### config.mk
export PLATFORM = sky130hd
export DESIGN_NAME = bcot_seq
export DESIGN_NICKNAME = d
export VERILOG_FILES = /design/src/sv/bcot_pkg.sv /design/src/sv/bcot_seq.sv
export SDC_FILE = /design/constraint.sdc
export NUM_CORES = 1
export LEC_CHECK = 0
export BUFFER_PORTS_ARGS = -buffer_cell sky130_fd_sc_hd__buf_2
export CORE_MARGIN = 5
export CORE_UTILIZATION = 30
export CTS_CLUSTER_SIZE = 16
export DETAILED_ROUTE_END_ITERATION = 10
export HOLD_SLACK_MARGIN = 0.08
export PLACE_DENSITY = 0.47
export SYNTH_ARGS = -nofsm -noshare
export SYNTH_HDL_FRONTEND = slang
export SYNTH_SLANG_ARGS = --single-unit
### constraint.sdc
create_clock -name clk -period 2.8 [get_ports clk]
set_input_delay 0.28 -clock clk [delete_from_list [all_inputs] [get_ports clk]]
set_output_delay 0.28 -clock clk [all_outputs]
set_load 0.05 [all_outputs]
### src/sv/bcot_pkg.sv
`timescale 1ns / 1ps
package bcot_pkg;

  // Scratch memory geometry.
  localparam int ADDR_W    = 7;
  localparam int MEM_DEPTH = 128;

  typedef logic [ADDR_W-1:0] addr_t;
  typedef logic [3:0]        opc_t;

  // Request kinds.
  localparam logic [2:0] KIND_OWN_MAT = 3'd0;
  localparam logic [2:0] KIND_OTH_MAT = 3'd1;
  localparam logic [2:0] KIND_OWN_COL = 3'd2;
  localparam logic [2:0] KIND_OTH_COL = 3'd3;
  localparam logic [2:0] KIND_EVAL    = 3'd4;

  // Collider words above this index are dropped.
  localparam logic [3:0] COL_LAST = 4'd6;

  // Micro-operation codes.
  localparam opc_t OP_ADD  = 4'd0;
  localparam opc_t OP_SUB  = 4'd1;
  localparam opc_t OP_MUL  = 4'd2;
  localparam opc_t OP_DIV  = 4'd3;
  localparam opc_t OP_LT   = 4'd4;
  localparam opc_t OP_CINI = 4'd5;
  localparam opc_t OP_CFIN = 4'd6;
  localparam opc_t OP_CHK  = 4'd7;
  localparam opc_t OP_END  = 4'd8;

  typedef struct packed {
    opc_t  opc;
    addr_t a;
    addr_t b;
    addr_t dst;
    logic  za;
    logic  zb;
  } op_t;

  // Memory map of stored words and scratch values.
  localparam addr_t A_OWN_MAT = 7'd0;
  localparam addr_t A_OTH_MAT = 7'd16;
  localparam addr_t A_OWN_COL = 7'd32;
  localparam addr_t A_OWN_HS  = 7'd36;
  localparam addr_t A_OTH_COL = 7'd40;
  localparam addr_t A_OTH_HS  = 7'd44;
  localparam addr_t A_COF     = 7'd48;
  localparam addr_t A_INV     = 7'd64;
  localparam addr_t A_P       = 7'd80;
  localparam addr_t A_W       = 7'd84;
  localparam addr_t A_L       = 7'd88;
  localparam addr_t A_T0      = 7'd92;
  localparam addr_t A_T1      = 7'd93;
  localparam addr_t A_TA      = 7'd94;
  localparam addr_t A_TB      = 7'd95;
  localparam addr_t A_TC      = 7'd96;
  localparam addr_t A_DET     = 7'd97;

endpackage

### src/sv/bcot_seq.sv
`timescale 1ns / 1ps
module bcot_seq import bcot_pkg::*; (
  input  logic clk,
  input  logic rst,
  input  logic start,
  input  logic adv,
  output op_t  op
);

  localparam logic [3:0] PH_MINOR = 4'd0;
  localparam logic [3:0] PH_DETI  = 4'd1;
  localparam logic [3:0] PH_DET   = 4'd2;
  localparam logic [3:0] PH_CHK   = 4'd3;
  localparam logic [3:0] PH_INV   = 4'd4;
  localparam logic [3:0] PH_CINI  = 4'd5;
  localparam logic [3:0] PH_PNT   = 4'd6;
  localparam logic [3:0] PH_MVW   = 4'd7;
  localparam logic [3:0] PH_MVL   = 4'd8;
  localparam logic [3:0] PH_TST   = 4'd9;
  localparam logic [3:0] PH_CFIN  = 4'd10;
  localparam logic [3:0] PH_DONE  = 4'd11;

  logic [3:0] phase;
  logic [3:0] q;
  logic [3:0] s;
  logic [2:0] k;
  logic [3:0] q_max;
  logic [3:0] s_max;
  logic [1:0] qr;
  logic [1:0] qc;
  logic [1:0] vc;
  logic       minus;

  function automatic op_t mk(opc_t opc, addr_t a, addr_t b, addr_t dst, logic za, logic zb);
    op_t o;
    o.opc = opc;
    o.a   = a;
    o.b   = b;
    o.dst = dst;
    o.za  = za;
    o.zb  = zb;
    return o;
  endfunction

  function automatic addr_t at(addr_t base, logic [3:0] off);
    return base + addr_t'(off);
  endfunction

  // Row or column n of a 3x3 minor, skipping the deleted one.
  function automatic logic [1:0] skp(logic [1:0] del, logic [1:0] n);
    return (n < del) ? n : n + 2'd1;
  endfunction

  // Element (i,j) of the minor of the own matrix at (rr,cc).
  function automatic addr_t el(logic [1:0] rr, logic [1:0] cc, logic [1:0] i, logic [1:0] j);
    return at(A_OWN_MAT, {skp(rr, i), skp(cc, j)});
  endfunction

  assign qr    = q[3:2];
  assign qc    = q[1:0];
  assign vc    = s[2:1];
  assign minus = (qc == 2'd0) ? k[2] : ((qc == 2'd1) ? k[1] : k[0]);

  // Loop bounds of each phase.
  always_comb begin
    case (phase)
      PH_MINOR: begin q_max = 4'd15; s_max = 4'd14; end
      PH_DET:   begin q_max = 4'd3;  s_max = 4'd1;  end
      PH_INV:   begin q_max = 4'd15; s_max = 4'd0;  end
      PH_PNT:   begin q_max = 4'd2;  s_max = 4'd1;  end
      PH_MVW:   begin q_max = 4'd3;  s_max = 4'd8;  end
      PH_MVL:   begin q_max = 4'd3;  s_max = 4'd8;  end
      PH_TST:   begin q_max = 4'd2;  s_max = 4'd3;  end
      default:  begin q_max = 4'd0;  s_max = 4'd0;  end
    endcase
  end

  // Step, loop and phase counters.
  always_ff @(posedge clk) begin
    if (rst) begin
      phase <= PH_DONE;
      q     <= '0;
      s     <= '0;
      k     <= '0;
    end else if (start) begin
      phase <= PH_MINOR;
      q     <= '0;
      s     <= '0;
      k     <= '0;
    end else if (adv) begin
      if (s != s_max) begin
        s <= s + 4'd1;
      end else begin
        s <= '0;
        if (q != q_max) begin
          q <= q + 4'd1;
        end else begin
          q <= '0;
          if (phase == PH_CFIN) begin
            if (k == 3'd7) begin
              phase <= PH_DONE;
            end else begin
              k     <= k + 3'd1;
              phase <= PH_CINI;
            end
          end else if (phase != PH_DONE) begin
            phase <= phase + 4'd1;
          end
        end
      end
    end
  end

  // Micro-operation for the current step.
  always_comb begin
    op = mk(OP_END, A_T0, A_T0, A_T0, 1'b0, 1'b0);
    case (phase)
      PH_MINOR: begin
        case (s)
          4'd0:  op = mk(OP_MUL, el(qr, qc, 2'd1, 2'd1), el(qr, qc, 2'd2, 2'd2), A_T0, 1'b0, 1'b0);
          4'd1:  op = mk(OP_MUL, el(qr, qc, 2'd1, 2'd2), el(qr, qc, 2'd2, 2'd1), A_T1, 1'b0, 1'b0);
          4'd2:  op = mk(OP_SUB, A_T0, A_T1, A_TA, 1'b0, 1'b0);
          4'd3:  op = mk(OP_MUL, el(qr, qc, 2'd1, 2'd0), el(qr, qc, 2'd2, 2'd2), A_T0, 1'b0, 1'b0);
          4'd4:  op = mk(OP_MUL, el(qr, qc, 2'd1, 2'd2), el(qr, qc, 2'd2, 2'd0), A_T1, 1'b0, 1'b0);
          4'd5:  op = mk(OP_SUB, A_T0, A_T1, A_TB, 1'b0, 1'b0);
          4'd6:  op = mk(OP_MUL, el(qr, qc, 2'd1, 2'd0), el(qr, qc, 2'd2, 2'd1), A_T0, 1'b0, 1'b0);
          4'd7:  op = mk(OP_MUL, el(qr, qc, 2'd1, 2'd1), el(qr, qc, 2'd2, 2'd0), A_T1, 1'b0, 1'b0);
          4'd8:  op = mk(OP_SUB, A_T0, A_T1, A_TC, 1'b0, 1'b0);
          4'd9:  op = mk(OP_MUL, el(qr, qc, 2'd0, 2'd0), A_TA, A_T0, 1'b0, 1'b0);
          4'd10: op = mk(OP_MUL, el(qr, qc, 2'd0, 2'd1), A_TB, A_T1, 1'b0, 1'b0);
          4'd11: op = mk(OP_SUB, A_T0, A_T1, A_T0, 1'b0, 1'b0);
          4'd12: op = mk(OP_MUL, el(qr, qc, 2'd0, 2'd2), A_TC, A_T1, 1'b0, 1'b0);
          4'd13: op = mk(OP_ADD, A_T0, A_T1, A_T0, 1'b0, 1'b0);
          default: begin
            // Odd positions negate the minor to form the cofactor.
            if (qr[0] ^ qc[0]) begin
              op = mk(OP_SUB, A_T0, A_T0, at(A_COF, q), 1'b1, 1'b0);
            end else begin
              op = mk(OP_ADD, A_T0, A_T0, at(A_COF, q), 1'b0, 1'b1);
            end
          end
        endcase
      end
      PH_DETI: op = mk(OP_ADD, A_DET, A_DET, A_DET, 1'b1, 1'b1);
      PH_DET: begin
        if (s == 4'd0) begin
          op = mk(OP_MUL, at(A_OWN_MAT, q), at(A_COF, q), A_T0, 1'b0, 1'b0);
        end else begin
          op = mk(OP_ADD, A_DET, A_T0, A_DET, 1'b0, 1'b0);
        end
      end
      PH_CHK:  op = mk(OP_CHK, A_DET, A_DET, A_DET, 1'b0, 1'b0);
      PH_INV:  op = mk(OP_DIV, at(A_COF, {q[1:0], q[3:2]}), A_DET, at(A_INV, q), 1'b0, 1'b0);
      PH_CINI: op = mk(OP_CINI, A_T0, A_T0, A_T0, 1'b0, 1'b0);
      PH_PNT: begin
        if (s == 4'd0) begin
          if (minus) begin
            op = mk(OP_SUB, A_T0, at(A_OTH_HS, q), A_T0, 1'b1, 1'b0);
          end else begin
            op = mk(OP_ADD, at(A_OTH_HS, q), A_T0, A_T0, 1'b0, 1'b1);
          end
        end else begin
          op = mk(OP_ADD, at(A_OTH_COL, q), A_T0, at(A_P, q), 1'b0, 1'b0);
        end
      end
      PH_MVW, PH_MVL: begin
        if (s == 4'd0) begin
          op = mk(OP_ADD, A_T0, A_T0, (phase == PH_MVW) ? at(A_W, q) : at(A_L, q), 1'b1, 1'b1);
        end else if (s[0]) begin
          if (phase == PH_MVW) begin
            op = mk(OP_MUL, at(A_OTH_MAT, {qc, vc}),
                    (vc == 2'd3) ? at(A_OTH_COL, 4'd3) : at(A_P, {2'b00, vc}),
                    A_T0, 1'b0, 1'b0);
          end else begin
            op = mk(OP_MUL, at(A_INV, {qc, vc}), at(A_W, {2'b00, vc}), A_T0, 1'b0, 1'b0);
          end
        end else begin
          if (phase == PH_MVW) begin
            op = mk(OP_ADD, at(A_W, q), A_T0, at(A_W, q), 1'b0, 1'b0);
          end else begin
            op = mk(OP_ADD, at(A_L, q), A_T0, at(A_L, q), 1'b0, 1'b0);
          end
        end
      end
      PH_TST: begin
        case (s)
          4'd0:    op = mk(OP_SUB, at(A_L, q), at(A_OWN_COL, q), A_T0, 1'b0, 1'b0);
          4'd1:    op = mk(OP_SUB, A_T1, at(A_OWN_HS, q), A_T1, 1'b1, 1'b0);
          4'd2:    op = mk(OP_LT, A_T1, A_T0, A_T1, 1'b0, 1'b0);
          default: op = mk(OP_LT, A_T0, at(A_OWN_HS, q), A_T0, 1'b0, 1'b0);
        endcase
      end
      PH_CFIN: op = mk(OP_CFIN, A_T0, A_T0, A_T0, 1'b0, 1'b0);
      default: op = mk(OP_END, A_T0, A_T0, A_T0, 1'b0, 1'b0);
    endcase
  end

endmodule

==> impl_metrics.env <==
export IMPL_die_y_um=106
export IMPL_syn_inst=419
export IMPL_cellPowerDensity_nw_per_um2=357
export IMPL_yosys_area_top_type_share_pct=10.8
export IMPL_finalWorstSetupSlack_ps=4.33
export IMPL_tightest_slew_ps=538
export IMPL_synthFlopType="dfxtp_1"
export IMPL_holdCritStartpoint="rst"
export IMPL_io_pins=31
export IMPL_ys_async_sr_fraction_pct=0
export IMPL_dr_pass1_iters=5
export IMPL_die_x_um=106
export IMPL_r2r_start="phase[0]"
export IMPL_fin_skew_ps=2.17
export IMPL_clk_path_buf_depth=2
export IMPL_wl_um=11800
export IMPL_port_buffers=30
export IMPL_crit_path_max_fanout=5
export IMPL_cap_violations=0
export IMPL_whs_ps=283
export IMPL_critPathKind="reg2out"
export IMPL_synthTopCellsByCount="nand2_1, a21oi_1, o21ai_0"
export IMPL_via_count=3571
export IMPL_final_nets=510
export IMPL_p_seq_share_pct=17.8
export IMPL_design_area_sq_um=3730
export IMPL_clkLatencyLatePin_ps=250
export IMPL_die_area_sq_um=11300
export IMPL_hpwl_um=9340
export IMPL_drv_slew=0
export IMPL_drc=0
export IMPL_cts_sink_count=15
export IMPL_grt_pass1_vias=3391
export IMPL_htreeDepth=1
export IMPL_rsz0062_at_grt="yes"
export IMPL_finalHoldViolations=0
export IMPL_drtAntennaViolNets=0
export IMPL_layout_min_cycle_time_ps=2800
export IMPL_dp_cells=589
export IMPL_fmax_mhz=358
export IMPL_grt_pass1_wl_um=18600
export IMPL_regToRegSetupSlack_ps=250
export IMPL_synth_most_common_cell="nand2_1"
export IMPL_cts_root_buf="clkbuf_8"
export IMPL_hold_path_class="in2reg"
export IMPL_switching_power_mw=0.701
export IMPL_vdd_drop_max_v=0.000221
export IMPL_syn_nets=440
export IMPL_rr_endpoint="phase[0]"
export IMPL_synth_edff_count=0
export IMPL_end_kind="output port"
export IMPL_placed_area_sq_um=3470
export IMPL_crit_path_end="op[8]"
export IMPL_worstPathArrival_ps=2520
export IMPL_power_leakage_nw=1.56
export IMPL_fin_crit_sh_pct=99.8
export IMPL_avgViaCountPerCell=5.96
export IMPL_final_setup_viol_count=0
export IMPL_wl_per_cell_um=19.7
export IMPL_grt_overflow=0
export IMPL_dpl_worst_slack_ps=-72.5
export IMPL_clkTransAtPathRegs_ps=70
export IMPL_grt_max_degree=18
export IMPL_antenna_found_initial=0
export IMPL_gr_usage_all_layers_pct=20.5
export IMPL_initial_core_util_pct=30.4
export IMPL_intPower_mw=0.631
export IMPL_finalPower_mw=1.33
export IMPL_slowest_delay_ps=540
export IMPL_core_area_sq_um=9150
export IMPL_avgSynthCellArea_sq_um=6.64
export IMPL_yosysSeqAreaShare_pct=10.8
export IMPL_cts_tree="done"
export IMPL_postCtsHoldBufs=0
export IMPL_combPwrFrac_pct=68.6
export IMPL_pwr_share_clk_pct=13.7
export IMPL_n_antenna_cell=0
export IMPL_drt_iter0_drc=262
export IMPL_ys_top_cells_by_area="dfxtp_1, ha_1, a21oi_1, nand2_1, o21ai_0"
export IMPL_reg2regPathDepth=8
export IMPL_cp_slowest_cell="or4_4"
export IMPL_netlist_area_sq_um=2780
export IMPL_crit_chain="inv_4 > ha_4 > nor4b_4 > o32ai_2 > a211o_1 > or2_4 > or4_4 > buf_8"
export IMPL_area_growth_pct=34.1
export IMPL_final_cells=599
export IMPL_status="completed"
export IMPL_synth_seq_cells=15
export IMPL_swShare_pct=52.6
export IMPL_synth_lib_cells_used_distinct=66
export IMPL_crit_start="s[0]"
export IMPL_final_layout_size_suffix_gt1_share_pct=31.8
export IMPL_crit_required_ps=2520
export IMPL_start_kind="flip-flop"
export IMPL_slew_headroom_pct=64.1
export IMPL_gp_congestion=0.941
export IMPL_synth_area_leader_cell="dfxtp_1"
export IMPL_ys_warn_count=0
export IMPL_row_count=35
export IMPL_cts_buffers_inserted=3
## critical path: cells and delay by family, from the launching register on
family,cells,cell delay [ps]
AOI/OAI and AO/OA,2,380
adders and majority gates,1,180
buffers and inverters,2,230
DFF,1,400
and+or+nand+nor,3,1070
## final cells by class
type	instances	area (sq um)
multi-input combinational	355	2450
tap	111	139
clock buffer	4	45.0
timing repair buffer	100	733
sequential	15	310
fill	981	5420
inverter	14	57.6
## power by group through the flow
stage,combinational (mW),sequential (mW),clock [mW]
6_report,0.913,0.236,0.182
5_1_grt,0.974,0.238,0.197
4_1_cts,0.885,0.236,0.188
3_5_place_dp,0.861,0.240,0
3_3_place_gp,0.864,0.239,0
2_1_floorplan,0.624,0.232,0
## registers in the layout (all words and copies together) (netlist names)
register / flops
q: 4
s: 4
k: 3
phase: 4
## cells by family after synthesis
logic type / count (synthesis) / synth area share, %
mux: 8 / 2.97
flops: 15 / 10.8
fa+ha+maj: 17 / 7.64
xor+xnor: 4 / 1.26
compound gates: 155 / 36.4
buf+inv: 49 / 8.13
simple gates: 171 / 32.8
## routing by layer
layer  GRT usage [%]  up-vias  part of all wire [%]
li1                -     1709                     -
met1            28.3     1649                    44
met2            33.4      177                    46
met3            1.94       36                   6.6
met4            6.66        0                   3.1
met5               0        -                     0
## how the worst min path moves through the flow
stage	to	cells after the start	slack (ps)
2_1_floorplan	phase[1]	1	370
3_3_place_gp	q[0]	2	480
3_5_place_dp	q[0]	2	490
4_1_cts	phase[1]	2	270
5_1_grt	phase[1]	2	300
6_report	phase[1]	2	280
## what timing repair did
item | 4_1_cts | 5_1_grt
resized for setup | 28 | 28
setup buffers | 2 | 4
pin swaps | 4 | 6
endpoints found under the setup margin | 23 | 16
## cells in the final DEF (no fill, tap or decap), drive strengths merged, types with 5 or more instances in the layout
cell type / count
a211oi: 7
a21oi: 41
a31oi: 6
a32oi: 5
and2: 5
and3: 6
buf: 98
clkbuf: 6
dfxtp: 15
ha: 17
inv: 14
mux2i: 6
nand2: 47
nand2b: 5
nand3: 19
nand4: 6
nor2: 31
nor2b: 7
nor3: 16
o211ai: 6
o21a: 6
o21ai: 34
o22ai: 8
o31ai: 8
or2: 5
or4: 6
## stage by stage
step	setup TNS (ps)	utilization (%)
2_1_floorplan	0	-
3_3_place_gp	-36.1	38.0
3_5_place_dp	-72.5	38.0
4_1_cts	-2.83	39.7
5_1_grt	-287	40.8
6_report	0	40.8
Power figures use the tool's default switching activity.
